==> src/hdl/msp_pkg.sv <==
// Shared types and constants for the multi-channel soft PWM block.
`timescale 1ns / 1ps

package msp_pkg;

  // Field widths fixed by the stream format.
  localparam int PIN_W   = 4;
  localparam int DUTY_W  = 8;
  localparam int LEVEL_W = 16;
  localparam int TICK_W  = 8;
  localparam int CFG_W   = 16;

  // Request kinds carried in tuser.
  localparam logic REQ_SET  = 1'b0;
  localparam logic REQ_TICK = 1'b1;

  // Configuration register indexes.
  localparam logic CFG_PIN_ENABLE = 1'b0;
  localparam logic CFG_TICK_COUNT = 1'b1;

  // Duty codes that force a solid level.
  localparam logic [DUTY_W-1:0] DUTY_SOLID_LOW  = 8'd0;
  localparam logic [DUTY_W-1:0] DUTY_SOLID_HIGH = 8'd255;

  // Scaling divider: PERIOD_SPAN / tick count.
  localparam int QUOT_W = 9;
  localparam logic [QUOT_W-1:0] PERIOD_SPAN = 9'd256;

  typedef struct packed {
    logic              done;
    logic [QUOT_W-1:0] quot;
  } div_out_t;

endpackage

==> src/hdl/msp_div.sv <==
// Restoring divider: constant period span over the tick count, one bit per cycle.
`timescale 1ns / 1ps

module msp_div (
  input  logic                        clk,
  input  logic                        rst,
  input  logic                        start,
  input  logic [msp_pkg::TICK_W-1:0]  divisor,
  output msp_pkg::div_out_t           result
);

  localparam int STEPS = msp_pkg::QUOT_W;
  localparam int CNT_W = $clog2(STEPS);

  logic                       busy;
  logic                       done;
  logic [CNT_W-1:0]           cnt;
  logic [msp_pkg::QUOT_W-1:0] rem;
  logic [msp_pkg::QUOT_W-1:0] quot;
  logic [msp_pkg::QUOT_W-1:0] trial;
  logic                       fits;

  // Shift the next dividend bit into the remainder and try a subtract.
  assign trial = {rem[msp_pkg::QUOT_W-2:0], quot[msp_pkg::QUOT_W-1]};
  assign fits  = trial >= {1'b0, divisor};

  always_ff @(posedge clk) begin
    if (rst) begin
      busy <= 1'b0;
      done <= 1'b0;
      cnt  <= '0;
    end else begin
      done <= 1'b0;
      if (start) begin
        busy <= 1'b1;
        cnt  <= '0;
      end else if (busy) begin
        cnt <= cnt + 1'b1;
        if (cnt == CNT_W'(STEPS - 1)) begin
          busy <= 1'b0;
          done <= 1'b1;
        end
      end
    end
  end

  always_ff @(posedge clk) begin
    if (start) begin
      rem  <= '0;
      quot <= msp_pkg::PERIOD_SPAN;
    end else if (busy) begin
      rem  <= fits ? (trial - {1'b0, divisor}) : trial;
      quot <= {quot[msp_pkg::QUOT_W-2:0], fits};
    end
  end

  assign result.done = done;
  assign result.quot = quot;

endmodule

==> src/hdl/multi_channel_soft_pwm.sv <==
// Top level of the multi-channel soft PWM generator.
//
//  channel  | dir | handshake               | payload
//  ---------+-----+-------------------------+--------------------------------------
//  s_axis   | in  | s_axis_tvalid/tready    | tuser: req_type; tdata: pin, duty
//  m_axis   | out | m_axis_tvalid/tready    | tuser: accepted; tdata: levels, running
//  cfg      | in  | cfg_we (no wait)        | cfg_index, cfg_data
//
// A set request goes from accept through the done state to the result. A tick
// on a running block goes through the shared divider for 256 / tick_count,
// one multiply for the compare threshold, then one pin per cycle through the
// compare. A tick on an idle block goes straight to the done state.
// Reset is synchronous; it clears the pin masks, levels and phase counter.
// The input stalls while an item is in work; a held result stalls only the
// final hand-off into the output register.
`timescale 1ns / 1ps

module multi_channel_soft_pwm #(
  parameter int NUM_PINS = 16
) (
  input  logic        clk,
  input  logic        rst,
  // config write port
  input  logic        cfg_we,
  input  logic        cfg_index,
  input  logic [msp_pkg::CFG_W-1:0] cfg_data,
  // request stream
  input  logic        s_axis_tvalid,
  output logic        s_axis_tready,
  input  logic [15:0] s_axis_tdata,   // [3:0] pin_index, [11:4] duty_value, [15:12] zero
  input  logic [0:0]  s_axis_tuser,   // [0] req_type
  // result stream
  output logic        m_axis_tvalid,
  input  logic        m_axis_tready,
  output logic [23:0] m_axis_tdata,   // [15:0] pin_levels, [16] pwm_running, [23:17] zero
  output logic [0:0]  m_axis_tuser    // [0] accepted
);

  // Pins reachable through a 4-bit pin index.
  localparam int LANES = (NUM_PINS < 16) ? NUM_PINS : 16;
  localparam int IDX_W = (LANES > 1) ? $clog2(LANES) : 1;
  localparam int THR_W = 16;
  localparam int PROD_W = 2 * msp_pkg::QUOT_W;

  typedef enum logic [4:0] {
    ST_IDLE = 5'b00001,
    ST_DIV  = 5'b00010,
    ST_MUL  = 5'b00100,
    ST_WALK = 5'b01000,
    ST_DONE = 5'b10000
  } state_t;

  state_t state;
  state_t state_next;

  // config registers
  logic [msp_pkg::LEVEL_W-1:0] pin_enable_mask;
  logic [msp_pkg::TICK_W-1:0]  tick_count;

  // PWM state
  logic [msp_pkg::DUTY_W-1:0]  duty_store [LANES];
  logic [LANES-1:0]            active_mask;
  logic [LANES-1:0]            active_next;
  logic [LANES-1:0]            level_register;
  logic [msp_pkg::TICK_W-1:0]  phase_counter;

  // work registers
  logic                        res_accepted;
  logic [msp_pkg::QUOT_W-1:0]  scale;
  logic [THR_W-1:0]            threshold;
  logic [IDX_W-1:0]            walk;

  // request decode
  logic                        in_beat;
  logic                        req_kind;
  logic [msp_pkg::PIN_W-1:0]   pin;
  logic [msp_pkg::DUTY_W-1:0]  duty;
  logic                        pin_ok;
  logic                        solid;
  logic [IDX_W-1:0]            lane;

  logic [msp_pkg::TICK_W-1:0]  eff_ticks;
  logic [msp_pkg::TICK_W:0]    phase_inc;
  logic [PROD_W-1:0]           product;
  logic                        div_start;
  logic                        out_free;
  msp_pkg::div_out_t           div_res;

  assign in_beat  = s_axis_tvalid && s_axis_tready;
  assign req_kind = s_axis_tuser[0];
  assign pin      = s_axis_tdata[3:0];
  assign duty     = s_axis_tdata[11:4];
  assign lane     = pin[IDX_W-1:0];
  assign solid    = (duty == msp_pkg::DUTY_SOLID_LOW) || (duty == msp_pkg::DUTY_SOLID_HIGH);
  assign pin_ok   = ({1'b0, pin} < 5'(LANES)) && pin_enable_mask[pin];

  // tick_count of zero behaves as one
  assign eff_ticks = (tick_count == '0) ? msp_pkg::TICK_W'(1) : tick_count;
  assign phase_inc = {1'b0, phase_counter} + 1'b1;
  assign product   = PROD_W'(phase_inc) * PROD_W'(scale);

  assign s_axis_tready = (state == ST_IDLE);
  assign out_free      = !m_axis_tvalid || m_axis_tready;
  assign div_start     = in_beat && (req_kind == msp_pkg::REQ_TICK) && (active_mask != '0);

  msp_div u_div (
    .clk     (clk),
    .rst     (rst),
    .start   (div_start),
    .divisor (eff_ticks),
    .result  (div_res)
  );

  // Active mask after a set request on an enabled pin.
  always_comb begin
    active_next = active_mask;
    active_next[lane] = !solid;
  end

  always_comb begin
    state_next = state;
    unique case (state)
      ST_IDLE: begin
        if (in_beat) begin
          state_next = div_start ? ST_DIV : ST_DONE;
        end
      end
      ST_DIV: begin
        if (div_res.done) begin
          state_next = ST_MUL;
        end
      end
      ST_MUL: state_next = ST_WALK;
      ST_WALK: begin
        if (walk == IDX_W'(LANES - 1)) begin
          state_next = ST_DONE;
        end
      end
      ST_DONE: begin
        if (out_free) begin
          state_next = ST_IDLE;
        end
      end
      default: state_next = ST_IDLE;
    endcase
  end

  always_ff @(posedge clk) begin
    if (rst) begin
      state           <= ST_IDLE;
      pin_enable_mask <= '0;
      tick_count      <= msp_pkg::TICK_W'(16);
      active_mask     <= '0;
      level_register  <= '0;
      phase_counter   <= '0;
      m_axis_tvalid   <= 1'b0;
    end else begin
      state <= state_next;

      if (cfg_we) begin
        unique case (cfg_index)
          msp_pkg::CFG_PIN_ENABLE: pin_enable_mask <= cfg_data;
          msp_pkg::CFG_TICK_COUNT: tick_count      <= cfg_data[msp_pkg::TICK_W-1:0];
          default: ;
        endcase
      end

      // Apply a set request at the accepting edge; levels of PWM pins wait
      // for the next tick.
      if (in_beat && (req_kind == msp_pkg::REQ_SET) && pin_ok) begin
        active_mask <= active_next;
        if (solid) begin
          level_register[lane] <= (duty == msp_pkg::DUTY_SOLID_HIGH);
        end
        if (active_next == '0) begin
          phase_counter <= '0;
        end
      end

      // Compare one pin per cycle; advance the phase after the last pin.
      if (state == ST_WALK) begin
        if (active_mask[walk]) begin
          level_register[walk] <= {{(THR_W - msp_pkg::DUTY_W){1'b0}}, duty_store[walk]}
                                  >= threshold;
        end
        if (walk == IDX_W'(LANES - 1)) begin
          phase_counter <= (phase_inc >= {1'b0, eff_ticks}) ? '0
                                                            : phase_inc[msp_pkg::TICK_W-1:0];
        end
      end

      if (m_axis_tvalid && m_axis_tready) begin
        m_axis_tvalid <= 1'b0;
      end
      if (state == ST_DONE && out_free) begin
        m_axis_tvalid <= 1'b1;
      end
    end
  end

  // Payload registers: no reset needed.
  always_ff @(posedge clk) begin
    if (in_beat) begin
      res_accepted <= (req_kind == msp_pkg::REQ_TICK) || pin_ok;
      if ((req_kind == msp_pkg::REQ_SET) && pin_ok && !solid) begin
        duty_store[lane] <= duty;
      end
    end
    if (div_res.done) begin
      scale <= div_res.quot;
    end
    if (state == ST_MUL) begin
      threshold <= product[THR_W-1:0];
      walk      <= '0;
    end else if (state == ST_WALK) begin
      walk <= walk + 1'b1;
    end
    if (state == ST_DONE && out_free) begin
      m_axis_tuser[0]     <= res_accepted;
      m_axis_tdata[15:0]  <= 16'(level_register);
      m_axis_tdata[16]    <= (active_mask != '0);
      m_axis_tdata[23:17] <= '0;
    end
  end

`ifndef SYNTHESIS
  // An idle PWM engine always holds its phase at zero.
  a_idle_phase: assert property (@(posedge clk) disable iff (rst)
    (active_mask == '0) |-> (phase_counter == '0))
    else $error("phase counter nonzero with no active pin");

  // The divider reports only while the sequencer waits for it.
  a_div_done: assert property (@(posedge clk) disable iff (rst)
    div_res.done |-> (state == ST_DIV))
    else $error("divider finished outside the divide step");

  // A pin walk only runs when some pin is in PWM mode.
  a_walk_active: assert property (@(posedge clk) disable iff (rst)
    (state == ST_WALK) |-> (active_mask != '0))
    else $error("pin walk with no active pin");
`endif

endmodule

==> config.mk <==
export PLATFORM = sky130hd
export DESIGN_NAME = multi_channel_soft_pwm
export DESIGN_NICKNAME = d
export VERILOG_FILES = /design/src/hdl/msp_pkg.sv /design/src/hdl/msp_div.sv /design/src/hdl/multi_channel_soft_pwm.sv
export SDC_FILE = /design/constraint.sdc
export NUM_CORES = 1
export LEC_CHECK = 0
export BUFFER_PORTS_ARGS = -buffer_cell sky130_fd_sc_hd__buf_2
export CAP_MARGIN = 0
export CORE_UTILIZATION = 50
export CTS_BUF_LIST = sky130_fd_sc_hd__clkbuf_4 sky130_fd_sc_hd__clkbuf_8 sky130_fd_sc_hd__clkbuf_16
export DETAILED_ROUTE_END_ITERATION = 16
export GPL_TIMING_DRIVEN = 0
export PLACE_DENSITY = 0.76
export SKIP_LAST_GASP = 1
export SLEW_MARGIN = 25
export SYNTH_ARGS = -nofsm -noshare
export SYNTH_HDL_FRONTEND = slang
export SYNTH_SLANG_ARGS = --single-unit
==> constraint.sdc <==
create_clock -name clk -period 5.6 [get_ports clk]
set_input_delay 0.28 -clock clk [delete_from_list [all_inputs] [get_ports clk]]
set_output_delay 0.28 -clock clk [all_outputs]
set_load 0.005 [all_outputs]
# Word level (Yosys, flattened, before mapping)
# Memories as Yosys holds them, arrays and structs flattened. A register that Yosys moved wholly into a read port is not among the register bits.
# Cells that the tools add are included.
[op_classes] n_addsub=4 mul=1 n_eq_ne=12 n_bitwise=3 n_mux=40 n_lt_le_gt_ge=7 reduce_logical=26
[op_table] operator="$mux 16" n=5
[op_table] operator="$mux 8" n=7
[op_table] operator="$bwmux 16" n=3
[op_table] operator="$mux 5" n=5
[op_table] operator="$pmux 5 s5" n=1
[op_table] operator="$ge 9x8->1" n=2
[op_table] operator="$ge 8x16->1" n=1
[op_table] operator="$logic_not 16->1" n=1
[op_table] operator="$logic_not 8->1" n=2
[op_table] operator="$mul 9x9->16" n=1
[op_table] operator="$reduce_bool 16->1" n=1
[op_table] operator="$mux 1" n=13
[op_table] operator="$logic_and 1x1->1" n=11
[op_table] operator="$lt 4x5->1 const B" n=2
[op_table] operator="$add 8x1->9 const B" n=1
[op_table] operator="$add 4x1->4 const B" n=2
[op_table] operator="$bmux 1 s4" n=2
[op_table] operator="$demux 1 s4" n=2
[op_table] operator="$eq 4x4->1 const B" n=2
[op_table] operator="$eq 8x8->1 const B" n=1
[op_table] operator="$ge 4x1->1 const B" n=2
[op_table] operator="$mux 4" n=2
[op_table] operator="$sub 8x8->8" n=1
[op_table] operator="$eq 5x1->1 const B" n=1
[op_table] operator="14 further kinds" n=22
[totals] ram_bits=128 ff_bits=141 input_bits=39 memories=1
[mem_list] name="duty_store" words=16 width=8 rd=1 rd_ports_with_merged_regs=1 write_ports=1 line="multi_channel_soft_pwm.sv:61" rtl="logic [msp_pkg::DUTY_W-1:0] duty_store [LANES];"

# Longest topological paths before layout
# Gate-level depths: netlist of the first run.
[depth] ltp_word=11 depth_mapped=22 depth_no_buf=21

# Cells and area by module
# Synthesis of the first run repeated with hierarchy kept, for this count alone.
[unflattened] cells_unflattened=1283 area_unflattened_um2=14764.2
[by_module_without_submodules] mod="multi_channel_soft_pwm" area_each_um2=13445.4 instances=1 cells_each=1131
[by_module_without_submodules] mod="msp_div" area_each_um2=1318.8 instances=1 cells_each=152

# Least setup slack after synthesis of the first run
# No wires, ideal clock.
[synth_timing] kind="reg2reg" from="register phase_counter[2] (netlist bit)" to="register threshold[15] (data pin)" path_buffers=2 arrival_ps=4915 path_slack_ps=426 setup_ps=259 path_stages_with_launch=23 path_cell_list="dfxtp_1 -> clkbuf_1 -> and3_1 -> and3_1 -> nand3_1 -> xnor2_1 -> clkbuf_1 -> nand2_1 -> fa_1 -> inv_1 -> fa_1 -> inv_1 -> fa_1 -> fa_1 -> inv_1 -> ha_1 -> o21ai_0 -> o21bai_1 -> a21oi_1 -> o21bai_1 -> a211oi_1 -> a21oi_1 -> xnor2_1"
[synth_between] elab_chain_cells=2
[synth_rtl] item="from (decl)" line="multi_channel_soft_pwm.sv:65" rtl="logic [msp_pkg::TICK_W-1:0] phase_counter;"
[synth_rtl] item="from (signal assigned)" line="multi_channel_soft_pwm.sv:187" rtl="phase_counter <= (phase_inc >= {1'b0, eff_ticks}) ? '0"
[synth_rtl] item="$add 8x1->9" line="multi_channel_soft_pwm.sv:99" rtl="assign phase_inc = {1'b0, phase_counter} + 1'b1;"
[synth_rtl] item="$mul 9x9->16" line="multi_channel_soft_pwm.sv:100" rtl="assign product = PROD_W'(phase_inc) * PROD_W'(scale);"
[synth_rtl] item="named net product[15]" line="multi_channel_soft_pwm.sv:84" rtl="logic [PROD_W-1:0] product;"
[synth_rtl] item="to (signal assigned)" line="multi_channel_soft_pwm.sv:213" rtl="threshold <= product[THR_W-1:0];"
[synth_rtl] item="to (decl)" line="multi_channel_soft_pwm.sv:70" rtl="logic [THR_W-1:0] threshold;"
# The timed path passes the listed nets, and every way through them passes these cells.
# A chain may end at the register's enable or synchronous reset.

# Worst setup path after layout of the first run
[layout_timing] from="register phase_counter[5] (netlist bit)" to="register threshold[14] (data pin)"
# The elaborated chain is that of the path after synthesis.

==> impl_metrics.yaml, run 1 <==
detailed_routing:
  routed_wl_um: 34000
  first_iter_violations: 956
  viasPerCell: 5.73
  dr.pass1.iters: 5
  routedWlPerCell_um: 19.2
  vias: 10200
  drcViolationCount: 0
  drtAntennaViolNets: 0
cts:
  cts.reportedPaths.clkPinSlew_ps: 60
  cts_buffer_depth: 3
  cts.sinks: 273
  cts_tree: "yes"
  ctsHtreeMaxLevel: 1
  cts.root.buffer_cell: "clkbuf_16"
  insertion_delay_ps: 550
  cts-buffers-inserted: 28
floorplanning:
  core-area_mm2: 0.0287
  start_util_pct: 50.9
  die_y_um: 173
  num_rows: 62
  io_pins: 66
  die_x_um: 173
  die_area_mm2: 0.0299
placement:
  io_buffer_count: 52
  place_inst: 1714
  hpwl_um: 24600
  gp_congestion: 0.957
worst_setup_path:
  r2r_slack_ps: 240
  cp_cell_sequence: "clkbuf_1 > nand3_1 > xnor2_4 > buf_4 > and2_1 > fa_1 > fa_1 > fa_1 > inv_1 > fa_1 > inv_1 > ha_1 > or3_1 > a311oi_2 > o41ai_2 > a21oi_1 > xnor2_1"
  crit_slowest_cell: "fa_1"
  crit_end: "threshold[14]"
  rr_worst_depth: 17
  critPathMaxStageDelay_ps: 550
  startpoint: "phase_counter[5]"
  path_max_fanout: 8
  crit_arrival_ps: 5640
  endpoint_kind: "flop"
  worst_path_most_repeated_cell: "fa_1"
  timing.rr.end: "threshold[14]"
  start_kind: "flop"
  r2r-start: "phase_counter[5]"
  cp_data_required_time_ps: 5890
  worstSetupPathType: "reg2reg"
sta:
  tightest_slew_ps: 1050
  hold_violations: 0
  fmax_mhz: 187
  finClkSkew_ps: 18.1
  finalSetupViolCount: 0
  slew_headroom_pct: 29.4
  fin_crit_ps: 5360
  hold_ws_ps: 12.6
  final_max_slew_viol_count: 0
  period_share_pct: 95.7
  rsz0062_at_grt: "yes"
final_layout:
  layout.cells.non_filler: 1775
  area_growth_pct: 12.8
  drive_gt1_share_pct: 14.6
  final_nets: 1521
  layout_commonest_cell: "edfxtp_1"
  final_cell_mix: "edfxtp_1 (172), inv_1 (122), nand2_1 (112)"
  num_antenna_cells: 0
pwr:
  p_leak_nw: 6.24
  vdd_drop_max_v: 0.000217
  power_density_mw_per_mm2: 269
worst_hold_path:
  holdCritPathClass: "in2reg"
grt:
  top_usage_layer: "met2"
  grt_first_pass_wirelength_um: 53800
  overflow: 0
  grt_use_met2_pct: 38.1
  grt_use_met3_pct: 3.34
  grt_pass1_vias: 10200
  antenna_found_initial: 0
  use_met1_pct: 30.5
  grt_max_degree: 22
  track_usage_pct: 22.8
synthesis:
  yosysUniqueCellTypes: 74
  yosys_register_bits: 273
  ys_dominant_reg_cell: "edfxtp_1"
  ys_seq_area_share_pct: 49.2
  async_reset_ff_share_pct: 0
  yosys_warnings: 0
  synth_edf_count: 172
  synthCells: 1271
  syn_area_per_cell_um2: 11.5
  syn_area_mm2: 0.0146
outcome:
  status: "complete, no violations"
job:
  maxCapViolCount: 0
## kinds of logic after synthesis
group | count (synthesis) | synth area share [%]
compound gates | 170 | 7.71
buf+inv | 189 | 5.25
fa+ha+maj | 113 | 12.2
flops | 273 | 49.2
simple gates | 409 | 13.7
other cells | 1 | 0.0257
mux | 87 | 10.1
xor+xnor | 29 | 1.74
## cells in the mapped netlist, types with 6 or more instances
cell / count / area share [%]
edfxtp_1: 172 / 35
inv_1: 122 / 3.1
nand2_1: 112 / 2.9
nor2_1: 106 / 2.7
dfxtp_1: 101 / 14
ha_1: 62 / 5.3
a21oi_1: 50 / 1.7
fa_1: 50 / 6.9
mux4_2: 48 / 7.4
clkbuf_1: 45 / 1.2
mux2i_1: 38 / 2.6
and2_1: 37 / 1.6
nand3_1: 35 / 1.2
o21ai_0: 33 / 1.1
nor3_1: 22 / 0.75
xnor2_1: 22 / 1.3
a211oi_1: 18 / 0.93
nand2b_1: 18 / 0.77
nor2b_1: 16 / 0.69
nand4_1: 13 / 0.56
nor4_1: 11 / 0.47
o22ai_1: 11 / 0.47
buf_2: 10 / 0.34
and3_1: 9 / 0.39
buf_4: 8 / 0.41
o21a_1: 8 / 0.41
xor2_1: 7 / 0.42
nand3b_1: 6 / 0.31
## worst max-delay path: cells and delay by family (launching register included)
kind                       cells  cell delay [ps]
adders and majority gates      5             2280
and+or+nand+nor                3              880
buffers and inverters          4              670
AOI/OAI and AO/OA              3              630
xor gates and xnor gates       2              330
DFF                            1              300
## power by group
part / switching [mW] / internal, mW / total (mW)
clock network: 0.775 / 1.02 / 1.79
logic: 0.237 / 0.174 / 0.411
registers: 0.0399 / 2.19 / 2.23
total: 1.05 / 3.38 / 4.43
## per-stage QoR
| step | area [um^2] | total power, mW | utilization, % | TNS, ps | setup WS [ps] |
|---|---|---|---|---|---|
| 2_1_floorplan | 14600 | 2.55 | - | 0 | 426 |
| 3_3_place_gp | 15400 | 2.66 | 53.5 | -433 | -247 |
| 3_5_place_dp | 15400 | 2.67 | 53.6 | -931 | -366 |
| 4_1_cts | 16400 | 4.45 | 57.1 | 0 | 5.74 |
| 5_1_grt | 16500 | 4.58 | 57.4 | -34.6 | -21.5 |
| 6_report | 16500 | 4.43 | 57.4 | 0 | 243 |
## layer usage
| layer | vias up | share of wire [%] |
|---|---|---|
| met5 | - | 0 |
| met4 | 0 | 3.3 |
| met3 | 78 | 6.4 |
| met2 | 396 | 48 |
| met1 | 4986 | 42 |
| li1 | 4710 | - |
## final cells by class
cell class / instances / area [um^2]
clock inverters: 12 / 95.1
fillers: 2392 / 12200
multi-input cells: 815 / 6750
inverters: 122 / 458
repair buffers: 65 / 387
well taps: 384 / 480
plain buffers: 65 / 307
flip-flops and latches: 273 / 7190
clock buffers: 39 / 808
## worst min-delay path by stage
| stage | from | depth (start not counted) | slack, ps | endpoint |
|---|---|---|---|---|
| 3_5_place_dp | level_register[13] | 0 | 410 | m_axis_tdata[13] |
| 4_1_cts | cfg_data[15] | 3 | 2 | pin_enable_mask[15] |
| 3_3_place_gp | level_register[13] | 0 | 410 | m_axis_tdata[13] |
| 5_1_grt | cfg_data[15] | 3 | 7 | pin_enable_mask[15] |
| 6_report | cfg_data[3] | 3 | 10 | pin_enable_mask[3] |
| 2_1_floorplan | s_axis_tdata[4] | 0 | 380 | duty_store[0][0] |
## timing repair
| item | 4_1_cts | 5_1_grt |
|---|---|---|
| setup buffers | 0 | 2 |
| endpoints found under the setup margin | 5 | 5 |
| hold buffers | 10 | 0 |
| resized for setup | 4 | 13 |
| endpoints found under the hold margin | 10 | 0 |
| pin swaps | 0 | 1 |
## flip-flops by register name, indices dropped and copies added, names as in the netlist, named ones only
name	cells
walk	4
u_div.busy	1
u_div.cnt	4
active_mask	16
scale	9
phase_counter	8
state	5
u_div.rem	8
m_axis_tvalid	1
threshold	16
tick_count	8
m_axis_tuser	1
level_register	16
u_div.quot	9
pin_enable_mask	16
m_axis_tdata	17
duty_store	128
res_accepted	1
u_div.done	1
No activity file was read; power rests on OpenSTA's default activity.
==> run 2, diff against run 1 <==
--- a/config.mk
+++ b/config.mk
@@ -8,7 +8,7 @@
 export BUFFER_PORTS_ARGS = -buffer_cell sky130_fd_sc_hd__buf_2
 export CAP_MARGIN = 0
 export CORE_UTILIZATION = 50
-export CTS_BUF_LIST = sky130_fd_sc_hd__clkbuf_4 sky130_fd_sc_hd__clkbuf_8 sky130_fd_sc_hd__clkbuf_16
+export CTS_BUF_LIST = sky130_fd_sc_hd__clkbuf_16
 export DETAILED_ROUTE_END_ITERATION = 16
 export GPL_TIMING_DRIVEN = 0
 export PLACE_DENSITY = 0.76
==> impl_metrics.yaml, run 2 (synthesis results as in run 1) <==
worst_setup_path:
  cp_cell_sequence: "clkbuf_1 > nand3_1 > xnor2_4 > buf_4 > and2_1 > fa_1 > fa_1 > fa_1 > inv_1 > fa_1 > inv_1 > ha_1 > or3_1 > a311oi_2 > o41ai_2 > a21oi_1 > xnor2_1"
  endpoint_kind: "flop"
  worst_path_most_repeated_cell: "fa_1"
  crit_arrival_ps: 5660
  crit_slowest_cell: "fa_1"
  path_buf_inv: 4
  critPathTopFamily: "adder cells"
  path_max_fanout: 8
  worstSetupPathType: "reg2reg"
  start_kind: "flop"
  cp_data_required_time_ps: 5890
  critPathMaxStageDelay_ps: 550
final_layout:
  largest-register: "duty_store"
  area_growth_pct: 12.4
  drive_gt1_share_pct: 13.9
  layout_commonest_cell: "edfxtp_1"
  final_area_mm2: 0.0164
  num_antenna_cells: 0
  largestRegisters: "duty_store (128), m_axis_tdata (17)"
  final_cell_mix: "edfxtp_1 (172), inv_1 (129), nand2_1 (112)"
  final_nets: 1521
  layout.cells.non_filler: 1775
  largest_reg_flops: 128
grt:
  overflow: 0
  grt_pass1_vias: 10100
  antenna_found_initial: 1
  track_usage_pct: 22.5
  grt_first_pass_wirelength_um: 53300
  grt_max_degree: 22
pwr:
  p_clk_share_pct: 39.0
  p_seq_share_pct: 51.5
  internal_power_mw: 3.28
  comb_power_share_pct: 9.5
  power_density_mw_per_mm2: 264
  vdd_drop_max_v: 0.000215
  p_switching_mw: 1.05
  p_leak_nw: 6.22
  power.share.switching_pct: 24.2
  total_power_mw: 4.33
cts:
  cts_tree: "yes"
  cts_buffer_depth: 3
  ctsHtreeMaxLevel: 1
  cts.root.buffer_cell: "clkbuf_16"
  cts.sinks: 273
  insertion_delay_ps: 550
  cts.reportedPaths.clkPinSlew_ps: 60
  cts-buffers-inserted: 28
detailed_routing:
  drtAntennaViolNets: 0
  viasPerCell: 5.72
  vias: 10200
  drcViolationCount: 0
  routed_wl_um: 34200
  first_iter_violations: 900
  dr.pass1.iters: 5
  routedWlPerCell_um: 19.2
floorplanning:
  die_y_um: 173
  io_pins: 66
  num_rows: 62
  start_util_pct: 50.9
  die_area_mm2: 0.0299
  core-area_mm2: 0.0287
  die_x_um: 173
outcome:
  status: "complete, no violations"
placement:
  place_inst: 1714
  hpwl_um: 24600
  gp_congestion: 0.957
  dpl-instance-area_mm2: 0.0154
  io_buffer_count: 52
sta:
  finClkSkew_ps: 7.47
  slew_headroom_pct: 26.5
  rsz0062_at_grt: "yes"
  period_share_pct: 96.0
  tightest_slew_ps: 1100
  final_max_slew_viol_count: 0
  fin_crit_ps: 5370
  hold_violations: 0
  hold_ws_ps: 6.62
  fmax_mhz: 186
  finalSetupViolCount: 0
job:
  maxCapViolCount: 0
worst_hold_path:
  holdCritPathClass: "in2reg"
run 2: worst paths after layout:
| check | endpoint | slack [ps] | start | cells after the start |
|---|---|---|---|---|
| worst max-delay path | threshold[14] | 230 | phase_counter[5] | 17 |
| worst min-delay path | pin_enable_mask[3] | 7 | cfg_data[3] | 3 |
| worst max register to register | threshold[14] | 230 | phase_counter[5] | 17 |
| worst min register to register | m_axis_tdata[13] | 430 | level_register[13] | 0 |
run 2: per-layer routing:
layer	track usage [%]	share of wire [%]	up-vias
met5	0	0.035	-
met4	7.52	3.3	2
met3	3.23	7.0	87
met2	37.3	48	388
met1	30.6	42	4974
li1	-	-	4701
run 2: cell type report:
type / instances / area, um^2
fillers: 2410 / 12300
flip-flops and latches: 273 / 7190
multi-input cells: 815 / 6750
clock buffers: 28 / 701
well taps: 384 / 480
inverters: 122 / 458
repair buffers: 65 / 387
plain buffers: 65 / 307
clock inverters: 23 / 136
run 2: tightest hold or removal path: cells and delay by family:
family	cells	cell delay [ps]
buffers and inverters	1	110
and+or+nand+nor	1	60
AOI/OAI and AO/OA	1	50
run 2: power groups by stage:
stage	logic [mW]	registers [mW]	clock network, mW
global route	0.458	2.24	1.79
detailed placement	0.400	2.27	0
global placement	0.387	2.27	0
finish	0.411	2.23	1.69
CTS	0.409	2.23	1.70
floorplan	0.294	2.26	0
run 2: per-stage QoR:
step / TNS [ps] / utilization [%] / worst slack [ps]
finish: 0 / 57.2 / 226
CTS: 0 / 56.9 / 8.59
global placement: -433 / 53.5 / -247
floorplan: 0 / - / 426
detailed placement: -931 / 53.6 / -366
global route: -45.6 / 57.2 / -32.5
run 2: timing repair:
action / in CTS / in global routing
gates resized for setup: 4 / 13
pin swaps: 0 / 1
hold endpoints to repair: 10 / 0
gates cloned: 0 / 0
setup buffers: 0 / 2
hold buffers: 10 / 0
endpoints found under the setup margin: 5 / 5
==> run 3, diff against run 2 <==
--- a/config.mk
+++ b/config.mk
@@ -5,13 +5,14 @@
 export SDC_FILE = /design/constraint.sdc
 export NUM_CORES = 1
 export LEC_CHECK = 0
+export ABC_AREA = 0
 export BUFFER_PORTS_ARGS = -buffer_cell sky130_fd_sc_hd__buf_2
 export CAP_MARGIN = 0
-export CORE_UTILIZATION = 50
+export CORE_UTILIZATION = 55
 export CTS_BUF_LIST = sky130_fd_sc_hd__clkbuf_16
 export DETAILED_ROUTE_END_ITERATION = 16
 export GPL_TIMING_DRIVEN = 0
-export PLACE_DENSITY = 0.76
+export PLACE_DENSITY = 0.81
 export SKIP_LAST_GASP = 1
 export SLEW_MARGIN = 25
 export SYNTH_ARGS = -nofsm -noshare
==> impl_metrics.yaml, run 3 (synthesis results as in run 1) <==
detailed_routing:
  first_iter_violations: 968
  drcViolationCount: 0
  routed_wl_um: 35800
  viasPerCell: 5.95
  routedWlPerCell_um: 20.6
  drtAntennaViolNets: 0
  dr.pass1.iters: 7
  vias: 10300
pwr:
  p_clk_share_pct: 41.4
  p_leak_nw: 6.30
  power_density_mw_per_mm2: 273
  p_switching_mw: 1.09
  p_seq_share_pct: 49.5
  comb_power_share_pct: 9.1
  power.share.switching_pct: 24.2
  vdd_drop_max_v: 0.000219
  total_power_mw: 4.50
  internal_power_mw: 3.42
final_layout:
  final_nets: 1528
  layout_commonest_cell: "edfxtp_1"
  layout.cells.non_filler: 1734
  seqCellArea_mm2: 0.00719
  num_antenna_cells: 0
  drive_gt1_share_pct: 14.5
  n_fill_cell: 1936
  multi_input_area_mm2: 0.00676
  largest_reg_flops: 128
  final_area_mm2: 0.0165
  largest-register: "duty_store"
  largestRegisters: "duty_store (128), m_axis_tdata (17)"
  final_cell_mix: "edfxtp_1 (172), inv_1 (127), nand2_1 (112)"
  area_growth_pct: 13.1
floorplanning:
  num_rows: 59
  die_area_mm2: 0.0272
  io_pins: 66
  die_y_um: 165
  start_util_pct: 56.0
  core-area_mm2: 0.0261
  die_x_um: 165
worst_setup_path:
  r2r_slack_ps: 300
  r2r-start: "phase_counter[5]"
  startpoint: "phase_counter[5]"
  rr_worst_depth: 17
  start_kind: "flop"
  cp_cell_sequence: "clkbuf_1 > and3_1 > and3_1 > clkbuf_1 > and2_1 > fa_1 > fa_1 > fa_1 > inv_1 > fa_1 > inv_1 > ha_1 > or3_1 > a311oi_2 > o41ai_1 > a21oi_1 > xnor2_1"
  crit_arrival_ps: 5600
  crit_slowest_cell: "fa_1"
  path_max_fanout: 9
  timing.rr.end: "threshold[14]"
  critPathMaxStageDelay_ps: 550
  cp_data_required_time_ps: 5900
  endpoint_kind: "flop"
  worstSetupPathType: "reg2reg"
  worst_path_most_repeated_cell: "fa_1"
outcome:
  status: "complete, no violations"
sta:
  rsz0062_at_grt: "no"
  final_max_slew_viol_count: 0
  hold_violations: 0
  tightest_slew_ps: 1130
  slew_headroom_pct: 24.5
  final.setup.worst_slack_ps: 297
  fmax_mhz: 189
  finClkSkew_ps: 26.5
  finalSetupViolCount: 0
  fin_crit_ps: 5300
  period_share_pct: 94.7
grt:
  antenna_found_initial: 0
  track_usage_pct: 26.9
  grt_max_degree: 22
  grt_first_pass_wirelength_um: 55600
  grt_pass1_vias: 10300
  overflow: 0
placement:
  hpwl_um: 24500
  io_buffer_count: 52
  dpl-instance-area_mm2: 0.0153
  place_inst: 1665
  gp_congestion: 0.973
  dpl_worst_slack_ps: -279
job:
  maxCapViolCount: 0
worst_hold_path:
  holdCritPathClass: "in2reg"
  hold_start: "cfg_data[7]"
  whs_endpoint: "pin_enable_mask[7]"
  holdPathStages: 3
cts:
  insertion_delay_ps: 570
  ctsHtreeMaxLevel: 1
  cts_tree: "yes"
  cts.root.buffer_cell: "clkbuf_16"
  cts.sinks: 273
  cts_buffer_depth: 3
  cts-buffers-inserted: 28
  cts.reportedPaths.clkPinSlew_ps: 60
[run 3: changes by cell type in the layout (fill, tap and decap cells not counted), sizes merged]
| cell | before | now |
|---|---|---|
| buf | 77 | 81 |
| bufinv | 0 | 1 |
| clkbuf | 71 | 73 |
| clkinv | 13 | 10 |
| dlygate4sd3 | 10 | 14 |
[run 3: power groups by stage]
stage | logic [mW] | registers, mW | clock network, mW
2_1_floorplan | 0.294 | 2.26 | 0
3_3_place_gp | 0.384 | 2.27 | 0
3_5_place_dp | 0.395 | 2.27 | 0
4_1_cts | 0.406 | 2.23 | 1.87
5_1_grt | 0.458 | 2.23 | 1.95
6_report | 0.410 | 2.23 | 1.87
[run 3: worst max-delay path: cells and delay by family (launching register included)]
family                   cells  cell delay [ps]
adder cells (fa/ha/maj)      5             2220
AND/OR/NAND/NOR              4             1050
buffers and inverters        4              850
AO/OA/AOI/OAI                3              570
flip-flops                   1              300
XOR/XNOR                     1               80
[run 3: layer usage]
layer  GRT usage (%)  share of wire, %  up-vias
met5               0                 0        -
met4            10.4               3.9        0
met3            4.27               8.4       96
met2            44.8                48      525
met1            35.4                39     4981
li1                -                 -     4715
[run 3: cell type report]
class / count / area share (%)
clock inverters: 21 / 0.954
plain buffers: 66 / 1.89
well taps: 335 / 2.54
inverters: 122 / 2.77
clock buffers: 31 / 4.70
multi-input cells: 815 / 40.9
repair buffers: 71 / 2.67
flip-flops and latches: 273 / 43.5
[run 3: worst max path at each step]
| stage | to | slack [ps] | depth (start not counted) |
|---|---|---|---|
| 2_1_floorplan | threshold[15] | 430 | 22 |
| 3_3_place_gp | threshold[15] | -230 | 20 |
| 3_5_place_dp | threshold[15] | -280 | 20 |
| 4_1_cts | threshold[15] | -20 | 21 |
| 5_1_grt | threshold[15] | 10 | 21 |
| 6_report | threshold[14] | 300 | 17 |
[run 3: metrics by stage]
step	util, %	TNS (ps)	hold slack (ps)
floorplan	-	0	379
global placement	58.7	-375	411
detailed placement	58.8	-589	413
CTS	63.0	-21.5	3.35
global route	63.4	0	6.16
finish	63.4	0	14.4
[run 3: timing repair]
item | 4_1_cts | 5_1_grt
hold buffers | 14 | 0
gates cloned | 0 | 0
resized for setup | 5 | 17
pin swaps | 0 | 3
buffers inserted | 0 | 4
endpoints found under the hold margin | 16 | 0
endpoints found under the setup margin | 5 | 5
